## config.mk

```make
export PLATFORM = sky130hd
export DESIGN_NAME = loocv_ram
export DESIGN_NICKNAME = d
export VERILOG_FILES = /design/src/rtl/loocv_ram.sv
export SDC_FILE = /design/constraint.sdc
export NUM_CORES = 1
export LEC_CHECK = 0
export BUFFER_PORTS_ARGS = -buffer_cell sky130_fd_sc_hd__buf_4
export CAP_MARGIN = 20
export CORE_MARGIN = 2
export CORE_UTILIZATION = 55
export DETAILED_ROUTE_END_ITERATION = 8
export MAX_ROUTING_LAYER = met4
export PLACE_DENSITY = 0.86
export SYNTH_ARGS = -nofsm -noshare
export SYNTH_HDL_FRONTEND = slang
export SYNTH_SLANG_ARGS = --single-unit
```

## constraint.sdc

```tcl
create_clock -name i_clk -period 1.75 [get_ports i_clk]
set_input_delay 0.175 -clock i_clk [delete_from_list [all_inputs] [get_ports i_clk]]
set_output_delay 0.175 -clock i_clk [all_outputs]
set_load 0.1 [all_outputs]
```

## src/rtl/loocv_ram.sv

```systemverilog
// generic single write, dual read RAM with registered read data
module loocv_ram #(
    parameter int WIDTH = 8,
    parameter int DEPTH = 16,
    localparam int AW   = (DEPTH > 1) ? $clog2(DEPTH) : 1
) (
    input  logic             i_clk,
    input  logic             i_we,
    input  logic [AW-1:0]    i_waddr,
    input  logic [WIDTH-1:0] i_wdata,
    input  logic [AW-1:0]    i_raddr_a,
    input  logic [AW-1:0]    i_raddr_b,
    output logic [WIDTH-1:0] o_rdata_a,
    output logic [WIDTH-1:0] o_rdata_b
);

    logic [WIDTH-1:0] r_mem [DEPTH];

    // write port
    always_ff @(posedge i_clk) begin
        if (i_we) begin
            r_mem[i_waddr] <= i_wdata;
        end
    end

    // two registered read ports
    always_ff @(posedge i_clk) begin
        o_rdata_a <= r_mem[i_raddr_a];
        o_rdata_b <= r_mem[i_raddr_b];
    end

endmodule

```

Word level (Yosys, flattened, before mapping)
Memories as Yosys holds them, arrays and structs flattened. A register that Yosys moved wholly into a read port is not among the register bits.
Cells that the tools add are included.
- multiplexer cells: 2
- operator list (kind ; number):
    two-way mux 1 bit ; 2
- flip-flop bits (word level): 0
- RAM bits: 128
- output and inout bits: 16
- logic and storage cells: 3
- memories: 1
- memories (name ; words ; width ; read ports ; clocked after memory_dff ; write ports ; line ; RTL):
    r_mem ; 16 ; 8 ; 2 ; 2 ; 1 ; 17 ; logic [WIDTH-1:0] r_mem [DEPTH];

Logic depth before layout (Yosys ltp)
Gate-level depths: netlist (run 1).
- depth in word-level cells: 2
- depth in mapped cells: 5

Worst setup path after synthesis (run 1)
Ideal clock, no wire load.
- path type: in2reg
- start: input i_waddr[2]
- end: memory r_mem[0][0] (enable)
- library setup time: 383 ps
- arrival time: 1285 ps
- data required time: 1367 ps
- slack: 82 ps
- stages: 2
- path buffers: 0
- cells stage by stage: or3b_2 > nor3_1
- RTL lines (item ; line ; RTL):
    from (decl) ; 9 ; input logic [AW-1:0] i_waddr,
    to (decl) ; 17 ;
Straight into the memory's write port.

==> impl_results.md, run 1 <==
- Status: finished, final reports clean
- Delay-heaviest family, CP: multiplexers
- Mapped Area: 0.00635 mm2
- GPL Wtd Cong: 0.845
- Gr ovfl total: 0
- Top cell type's share of synthesized area: 0.606
- Sequential share of the synthesized area: 0.656
- Cell area after layout: 0.00752 mm2
- Vias in the first global route: 3624
- Multi-input logic area: 0.00201 mm2
- CORE AREA: 0.0113 mm2
- Post-CTS Hold Buffers: 0
- Max-cap violations: 0
- Fmax: ~660 MHz
- Synth Warn #: 0
- Quantity of gates resized following cts: 0
- Pwr dens: approximately 1200 mW/mm2
- Cell variety after synth: 20
- Largest net degree at the start of global routing: 19
- Max stage delay on crit path: 0.62 ns
- Slew Viols, Final: 0
- CP Class: reg -> reg
- Detail Placement HPWL: 9400 um
- Clock Latency Late Sink: between 0.4 and 0.5 ns
- Overall Power: between 8 and 9 mW
- Post-CTS Setup Repair Bufs: 0
- Cts bufs inserted: 17
- CTS max path bufs: 2
- Tcrit/Tclk final: 0.861
- Clock Tree Root: clkbuf_16
- FF+latch area: between 0.004 and 0.005 mm2
- Worst slew pin tran: 1.00 ns
- Final net count: 394
- CTS tree: yes
- DRC violations left: 0
- Slew HR: 0.331
- RSZ-0062 raised after global routing: no
- Global-route wire length before repair: 21900 um
- Synth area leader: edfxtp_1
- Req. time, crit path: 2.05 ns
- Initial antenna violation count: 0
- Most area-consuming cells after synthesis: edfxtp_1 61%, mux4_2 12%, mux4_1 12%
- Die area: 0.0124 mm2
- Initial Util: 0.561
- Htree depth: 4
- Drt first-iter violations: 347
- Row Count: 39
- Clock period minus final worst setup slack: approximately 1.5 ns
- GRT Total Usage: 0.257
- Static Leak: 2.65 nW
- Chip width: 111 um
- Syn Inst Count: 307
- Slowest stage cell, crit path: mux4_4
- Fraction of layout cells with a size suffix above 1: 0.343
- IO buf count: 37
- Layout fillers: 734
- DRT Wirelength: 14500 um
- Routed vias: 3545
- Crit-path max FO: 2
- Post-synth net total: 329
- Endpoints failing hold: 0
- Vias per cell: 6.71
- Post-route ant nets: 0
- First drt pass iteration count: 5
- WL per Instance: 27.5 um
- Hold WC Path Type: in -> reg
- Final setup viols: 0
- Ant. Diodes: 0
- Top Ports: 38
- Avg Inst Size Synth: approximately 21 um2
- Most frequent cells in the layout: 128 x edfxtp_1, 63 x buf_4, 34 x mux4_2, 32 x a22oi_1, 28 x mux4_1
- Clk_skew: 0.00640 ns
- Reg clk slew, reported paths: 0.06 ns
- Maximum vdd drop: 0.000835 V
- Startpoint Class: flip-flop
- Setup TNS: 0 ns
- Flop and latch count out of synthesis: approximately 140
- Critical path cell sequence: mux4_4, a22oi_1, nand2_1
- Worst EP arrival: between 1.5 and 2 ns
- Chip height: 111 um
- Area after DPL: 0.00689 mm2
- Hold WS: 0.0570 ns
- P&R area growth vs syn: 18.6%
- Crit path capture type: flip-flop
- Clk sinks: 144
- Most common cell after layout, fill and taps aside: edfxtp_1
- CP Buf/Inv Count: 0
==> metal layers <==
metal  GRT usage  vias up  wire (um)
li1            -     1466          -
met1       0.349     1827       5650
met2       0.385      229       7160
met3      0.0729       23       1400
met4      0.0848        0        316
met5           -        -          0
==> flip-flops by register name (all words and copies together) (netlist names) <==
signal / flops
o_rdata_a: 8
o_rdata_b: 8
r_mem: 128
==> area by class of cell <==
| cell class | instances | area share |
|---|---|---|
| clock buffer | 21 | 0.0599 |
| sequential | 144 | 0.553 |
| timing repair buffer | 66 | 0.0708 |
| multi-input combinational | 143 | 0.267 |
| clock inverter | 11 | 0.0249 |
| tap | 143 | 0.0238 |
==> synthesized netlist by cell type <==
cell,n
mux4_2,34
or3b_2,1
nand3b_1,2
nor2b_1,2
mux4_4,2
nand3_1,1
clkdlybuf4s25_2,6
and2_1,2
edfxtp_1,128
dfxtp_1,16
nand2b_1,2
a22oi_1,32
buf_2,6
and2b_1,2
mux4_1,28
nor3_1,4
buf_4,2
buf_6,6
nand2_1,17
nor2_1,14
==> kinds of logic (layout without fill, tap and decap cells) <==
kind of cell           after synthesis  in the layout  share of synthesized area
muxes                               64             64                      0.244
buffers and inverters               20             98                     0.0272
DFF                                144            144                      0.656
and+or+nand+nor                     47             47                     0.0343
AOI/OAI and AO/OA                   32             32                     0.0379
==> metrics by stage <==
stage | setup slack (ns) | cells | util
3_3_place_gp | 0.103 | 496 | 0.608
4_1_cts | 0.255 | 528 | 0.665
6_report | 0.244 | 528 | 0.665
5_1_grt | 0.197 | 528 | 0.665
2_1_floorplan | 0.0821 | 307 | -
3_5_place_dp | 0.0584 | 496 | 0.608
==> worst reg2reg max path: cells and delay by family (launching register included) <==
family / cells / cell delay (ns)
mux: 1 / 0.62
compound gates: 1 / 0.29
flops: 1 / 0.39
simple gates: 1 / 0.09
==> power by group <==
part	switching, mW	total, mW	internal (mW)
Combinational	0.618	0.935	0.317
Sequential	0.0433	3.89	3.85
Clock	1.29	3.85	2.56
==> worst paths after layout <==
| kind | startpoint | slack [ns] | cells after the start | to |
|---|---|---|---|---|
| min reg2reg | r_mem[13][1] | 0.71 | 3 | o_rdata_b[1] |
| min | i_wdata[3] | 0.06 | 1 | r_mem[14][3] |
| max reg2reg | r_mem[3][0] | 0.24 | 3 | o_rdata_a[0] |
| max | r_mem[3][0] | 0.24 | 3 | o_rdata_a[0] |
Note: power is estimated with default switching activity, not from simulation.
==> run 2, diff against run 1 <==
--- a/config.mk
+++ b/config.mk
@@ -11,7 +11,7 @@
 export CORE_UTILIZATION = 55
 export DETAILED_ROUTE_END_ITERATION = 8
 export MAX_ROUTING_LAYER = met4
-export PLACE_DENSITY = 0.86
+export PLACE_DENSITY = 0.77
 export SYNTH_ARGS = -nofsm -noshare
 export SYNTH_HDL_FRONTEND = slang
 export SYNTH_SLANG_ARGS = --single-unit
==> impl_results.md, run 2 (same netlist as run 1, synthesis figures left out) <==
- Status: finished, final reports clean (unchanged)
- IO buf count: 37 (unchanged)
- Non-filler cells, final: 527 (was 528)
- Max reg flops: 128 (unchanged)
- CORE AREA: 0.0113 mm2 (unchanged)
- DRT Wirelength: 13700 um (was 14500 um)
- RSZ-0062 raised after global routing: no (unchanged)
- Tcrit/Tclk final: 0.849 (was 0.861)
- Crit-path max FO: 2 (unchanged)
- Crit. Startpoint: r_mem[2][6] (was r_mem[3][0])
- Final WS setup: 0.264 ns (was 0.244 ns)
- DRC violations left: 0 (unchanged)
- Final setup viols: 0 (unchanged)
- Post-CTS Hold Buffers: 0 (unchanged)
- RR Startpoint: r_mem[2][6] (was r_mem[3][0])
- Worst EP arrival: 1.78 ns (was 1.81 ns)
- Quantity of gates resized following cts: 0 (unchanged)
- Htree depth: 4 (unchanged)
- First drt pass iteration count: 7 (was 5)
- Fmax: 673 MHz (was 664 MHz)
- Req. time, crit path: 2.05 ns (about the same)
- Static Leak: 2.67 nW (was 2.65 nW)
- P&R area growth vs syn: 19.4% (was 18.6%)
- Vias per cell: 6.60 (was 6.71)
- GPL Wtd Cong: 0.794 (was 0.845)
- FF+latch area: 0.00416 mm2 (unchanged)
- CTS tree: yes (unchanged)
- WL per Instance: 26.0 um (was 27.5 um)
- Most common cell after layout, fill and taps aside: edfxtp_1 (unchanged)
- Worst slew pin tran: 0.499 ns (was 1.00 ns)
- Reg clk slew, reported paths: 0.06 ns (about the same)
- Slew Viols, Final: 0 (unchanged)
- Ant. Diodes: 0 (unchanged)
- Post-CTS Setup Repair Bufs: 0 (unchanged)
- Hold EP: r_mem[15][4] (was r_mem[14][3])
- Critical path cell sequence: mux4_2, a22oi_1, nand2_1 (was mux4_4, a22oi_1, nand2_1)
- Clock period minus final worst setup slack: 1.49 ns (was 1.51 ns)
- Most frequent cells in the layout: 128 x edfxtp_1, 61 x buf_4, 34 x mux4_2, 32 x a22oi_1, 28 x mux4_1 (was 128 x edfxtp_1, 63 x buf_4, 34 x mux4_2, 32 x a22oi_1, 28 x mux4_1)
- Fraction of layout cells with a size suffix above 1: 0.339 (was 0.343)
- Slew HR: 0.668 (was 0.331)
- CTS max path bufs: 2 (unchanged)
- Hold WC Path Type: in -> reg (unchanged)
- Multi-input logic area: 0.00201 mm2 (unchanged)
- Initial antenna violation count: 0 (unchanged)
- R2r setup slk: 0.26 ns (was 0.24 ns)
- Chip width: 111 um (unchanged)
- Endpoints failing hold: 0 (unchanged)
- Row Count: 39 (unchanged)
- Startpoint Class: flip-flop (unchanged)
- Hold path startpoint: i_wdata[4] (was i_wdata[3])
- Overall Power: 8.99 mW (was 8.68 mW)
- Pre-CTS WS: 0.0822 ns (was 0.0584 ns)
- Setup TNS: 0 ns (unchanged)
- Maximum vdd drop: 0.000719 V (was 0.000835 V)
- Clk sinks: 144 (unchanged)
- Clk_skew: 0.00846 ns (was 0.00640 ns)
- GRT Total Usage: 0.245 (was 0.257)
- Die area: 0.0124 mm2 (unchanged)
- Initial Util: 0.561 (unchanged)
- Global-route wire length before repair: 20900 um (was 21900 um)
- Drt first-iter violations: 299 (was 347)
- Max stage delay on crit path: 0.48 ns (was 0.62 ns)
- Worst hold path cell count: 1 (unchanged)
- Chip height: 111 um (unchanged)
- Clock Latency Late Sink: 0.42 ns (about the same)
- Routed vias: 3477 (was 3545)
- CP Class: reg -> reg (unchanged)
- Layout fillers: 733 (was 734)
- Max-cap violations: 0 (unchanged)
- Pwr dens: 1190 mW/mm2 (was 1150 mW/mm2)
- Detail Placement HPWL: 8770 um (was 9400 um)
- Top flop regs: r_mem (128), o_rdata_a (8), o_rdata_b (8) (unchanged)
- Gr ovfl total: 0 (unchanged)
- Vias in the first global route: 3592 (was 3624)
- Reg2Reg Depth: 3 (unchanged)
- Placed cell count: 495 (was 496)
- Cts bufs inserted: 17 (unchanged)
- Largest reg by FF count: r_mem (unchanged)
- Crit path capture type: flip-flop (unchanged)
- FF-to-FF End: o_rdata_b[6] (was o_rdata_a[0])
- Top Ports: 38 (unchanged)
- Post-route ant nets: 0 (unchanged)
- Largest net degree at the start of global routing: 28 (was 19)
- Clock Tree Root: clkbuf_16 (unchanged)
- Slowest stage cell, crit path: mux4_2 (was mux4_4)
- Final net count: 393 (was 394)
-- run 2: changes by cell type in the layout (fill, tap and decap cells not counted) --
cell / previous run / this run
buf_4: 63 / 61
bufinv_16: 5 / 7
clkinv_2: 3 / 1
clkinvlp_4: 3 / 1
buf_12: 3 / 4
clkinv_1: 0 / 1
clkinv_4: 0 / 1
-- run 2: where the power goes --
part	total (mW)	switching, mW	internal [mW]
clock network	4.16	1.32	2.85
logic	0.931	0.611	0.320
registers	3.89	0.0446	3.85
total	8.99	1.97	7.02
-- run 2: per-layer routing --
metal / GRT usage / up-vias / routed length (um)
met5: - / - / 0
met4: 0.0996 / 0 / 299
met3: 0.0512 / 27 / 944
met2: 0.395 / 172 / 7140
met1: 0.310 / 1808 / 5330
li1: - / 1470 / -
-- run 2: worst max-delay path by stage --
stage	cells past startpoint	slack (ns)	endpoint
after floorplan	2	0.08	r_mem[0][0]
after global placement	6	0.07	o_rdata_b[2]
after detailed placement	6	0.08	o_rdata_b[2]
after CTS	3	0.29	o_rdata_b[6]
after global routing	3	0.25	o_rdata_b[6]
final	3	0.26	o_rdata_b[6]
-- run 2: critical path, delay by kind of cell, from the launching register on --
family           cells  cell delay, ns
AO/OA/AOI/OAI        1            0.35
multiplexers         1            0.48
AND/OR/NAND/NOR      1            0.13
flip-flops           1            0.40
-- run 2: metrics by stage --
stage	instance area [um2]	hold WS (ns)	util
final	7580	0.0483	0.669
after global routing	7580	0.0674	0.669
after CTS	7580	0.0431	0.669
after detailed placement	6890	0.487	0.609
after global placement	6890	0.479	0.609
after floorplan	6350	0.274	-
-- run 2: final cells by class --
cell class | instances | share of cell area
tap | 143 | 0.0236
timing repair buffer | 65 | 0.0710
multi-input combinational | 143 | 0.265
clock inverter | 11 | 0.0310
sequential | 144 | 0.550
clock buffer | 21 | 0.0595
==> run 3, diff against run 2 <==
==> constraint.sdc (replaced) <==
create_clock -name i_clk -period 1.25 [get_ports i_clk]
set_input_delay 0.125 -clock i_clk [delete_from_list [all_inputs] [get_ports i_clk]]
set_output_delay 0.125 -clock i_clk [all_outputs]
set_load 0.1 [all_outputs]
==> impl_results.md, run 3 (same netlist as run 1, synthesis figures left out) <==
- GR Util met2: 0.390 (was 0.395)
- Max reg flops: 128 (unchanged)
- Ant. Diodes: 0 (unchanged)
- Top flop regs: r_mem (128), o_rdata_a (8), o_rdata_b (8) (unchanged)
- Row Count: 39 (unchanged)
- Hold EP: r_mem[8][4] (was r_mem[15][4])
- CP Class: reg -> reg (unchanged)
- Initial Util: 0.561 (unchanged)
- Gr ovfl total: 0 (unchanged)
- Routed vias: 3528 (was 3477)
- Chip height: 111 um (unchanged)
- Drt first-iter violations: 599 (was 299)
- Post-route ant nets: 0 (unchanged)
- Largest net degree at the start of global routing: 17 (was 28)
- IO buf count: 37 (unchanged)
- FF-to-FF End: o_rdata_b[0] (was o_rdata_b[6])
- Endpoints failing hold: 0 (unchanged)
- Top Ports: 38 (unchanged)
- Worst hold path cell count: 1 (unchanged)
- Met3 usage: 0.0675 (was 0.0512)
- Clock Tree Root: clkbuf_16 (unchanged)
- GRT Total Usage: 0.256 (was 0.245)
- Fmax: 702 MHz (was 673 MHz)
- Most frequent cells in the layout: 128 x edfxtp_1, 71 x buf_4, 58 x mux4_2, 26 x a22oi_2 (was 128 x edfxtp_1, 61 x buf_4, 34 x mux4_2, 32 x a22oi_1, 28 x mux4_1)
- Clock period minus final worst setup slack: 1.42 ns (was 1.49 ns)
- CTS tree: yes (unchanged)
- Tcrit/Tclk final: 1.14 (was 0.849)
- Most common cell after layout, fill and taps aside: edfxtp_1 (unchanged)
- DRC violations left: 0 (unchanged)
- GPL Wtd Cong: 0.821 (was 0.794)
- Maximum vdd drop: 0.00120 V (was 0.000719 V)
- Hold path startpoint: i_wdata[4] (unchanged)
- Crit path capture type: flip-flop (unchanged)
- Clk sinks: 144 (unchanged)
- Worst EP arrival: 1.73 ns (was 1.78 ns)
- Fraction of layout cells with a size suffix above 1: 0.511 (was 0.339)
- Pre-CTS WS: -0.236 ns (was 0.0822 ns)
- Clk_skew: 0.00980 ns (was 0.00846 ns)
- Req. time, crit path: 1.56 ns (was 2.05 ns)
- Reg2Reg Depth: 4 (was 3)
- Hold WC Path Type: in -> reg (unchanged)
- Reg clk slew, reported paths: 0.06 ns (about the same)
- Pwr dens: 1510 mW/mm2 (was 1190 mW/mm2)
- Final setup viols: 13 (was 0)
- CORE AREA: 0.0113 mm2 (unchanged)
- Die area: 0.0124 mm2 (unchanged)
- Overall Power: 11.7 mW (was 8.99 mW)
- Clock Latency Late Sink: 0.42 ns (about the same)
- Htree depth: 4 (unchanged)
- DRT Wirelength: 14500 um (was 13700 um)
- Static Leak: 2.65 nW (was 2.67 nW)
- RSZ-0062 raised after global routing: yes (was no)
- WL per Instance: 26.7 um (was 26.0 um)
- Final WS setup: -0.174 ns (was 0.264 ns)
- Failing checks: setup timing
- CTS max path bufs: 2 (unchanged)
- Initial antenna violation count: 0 (unchanged)
- Status: complete, but fails checks (was finished, final reports clean)
- Post-CTS Setup Repair Bufs: 0 (unchanged)
- Chip width: 111 um (unchanged)
- Slew HR: 0.215 (was 0.668)
- P&R area growth vs syn: 21.6% (was 19.4%)
- R2r setup slk: -0.17 ns (was 0.26 ns)
- Met1 Use GR: 0.350 (was 0.310)
- Detail Placement HPWL: 9630 um (was 8770 um)
- Vias in the first global route: 3674 (was 3592)
- Slew Viols, Final: 0 (unchanged)
- Worst slew pin tran: 1.17 ns (was 0.499 ns)
- Largest reg by FF count: r_mem (unchanged)
- Global-route wire length before repair: 21600 um (was 20900 um)
- First drt pass iteration count: 4 (was 7)
- RR Startpoint: r_mem[0][0] (was r_mem[2][6])
- Final net count: 410 (was 393)
- Startpoint Class: flip-flop (unchanged)
- Vias per cell: 6.49 (was 6.60)
- Layout fillers: 714 (was 733)
- Cts bufs inserted: 17 (unchanged)
- Max-cap violations: 0 (unchanged)
- Gr busiest metal: met2 (unchanged)
- Crit-path max FO: 2 (unchanged)
-- run 3: cell types whose count changed in the layout (fill, tap and decap cells not counted), sizes merged --
| cell | change |
|---|---|
| clkbuf | -3 |
| bufinv | -6 |
| inv | +3 |
| dlygate4sd3 | +2 |
| buf | +15 |
| clkinv | +6 |
-- run 3: area by class of cell --
class	count	area, um2	area share
tap	143	179	0.0232
sequential	144	4160	0.539
timing repair buffer	82	724	0.0939
multi-input combinational	143	2080	0.270
clock inverter	14	131	0.0170
clock buffer	18	439	0.0569
-- run 3: stage by stage --
step	instances	hold WS (ns)	instance area [um2]	util	TNS, ns
after floorplan	307	0.224	6390	-	-0.104
after global routing	544	0.00985	7720	0.682	-1.32
after global placement	510	0.410	7070	0.625	-6.90
after detailed placement	510	0.430	7070	0.625	-9.58
final	544	0.00561	7720	0.682	-0.703
after CTS	544	0.000917	7670	0.677	-0.736
-- run 3: what timing repair did --
action | in CTS | in global routing
setup endpoints to repair | 15 | 17
pin swaps | 8 | 11
hold buffers | 2 | 0
hold endpoints to repair | 29 | 0
resized for setup | 25 | 23
-- run 3: power breakdown --
| group | leakage (nW) | switching, mW | total [mW] | internal [mW] |
|---|---|---|---|---|
| clock network | 0.281 | 1.99 | 4.80 | 2.81 |
| registers | 1.29 | 0.0660 | 5.45 | 5.39 |
| logic | 1.07 | 0.912 | 1.43 | 0.515 |
-- run 3: how the worst max path moves through the flow --
stage,start,endpoint,cells after the start
after floorplan,r_mem[3][0],o_rdata_a[0],3
after global placement,i_raddr_a[0],o_rdata_a[3],5
after detailed placement,i_raddr_a[0],o_rdata_a[3],5
after CTS,r_mem[0][0],o_rdata_a[0],3
after global routing,r_mem[0][0],o_rdata_b[0],4
final,r_mem[0][0],o_rdata_b[0],4
-- run 3: metal layers --
| metal | part of all wire | vias to the layer above |
|---|---|---|
| li1 | - | 1480 |
| met1 | 0.39 | 1830 |
| met2 | 0.51 | 203 |
| met3 | 0.084 | 15 |
| met4 | 0.012 | 0 |
| met5 | 0 | - |
-- run 3: critical path, stage by stage (launching register included) --
cell	delay, ns
edfxtp_1	0.40
buf_4	0.15
mux4_2	0.47
a22oi_2	0.21
nand2_1	0.08
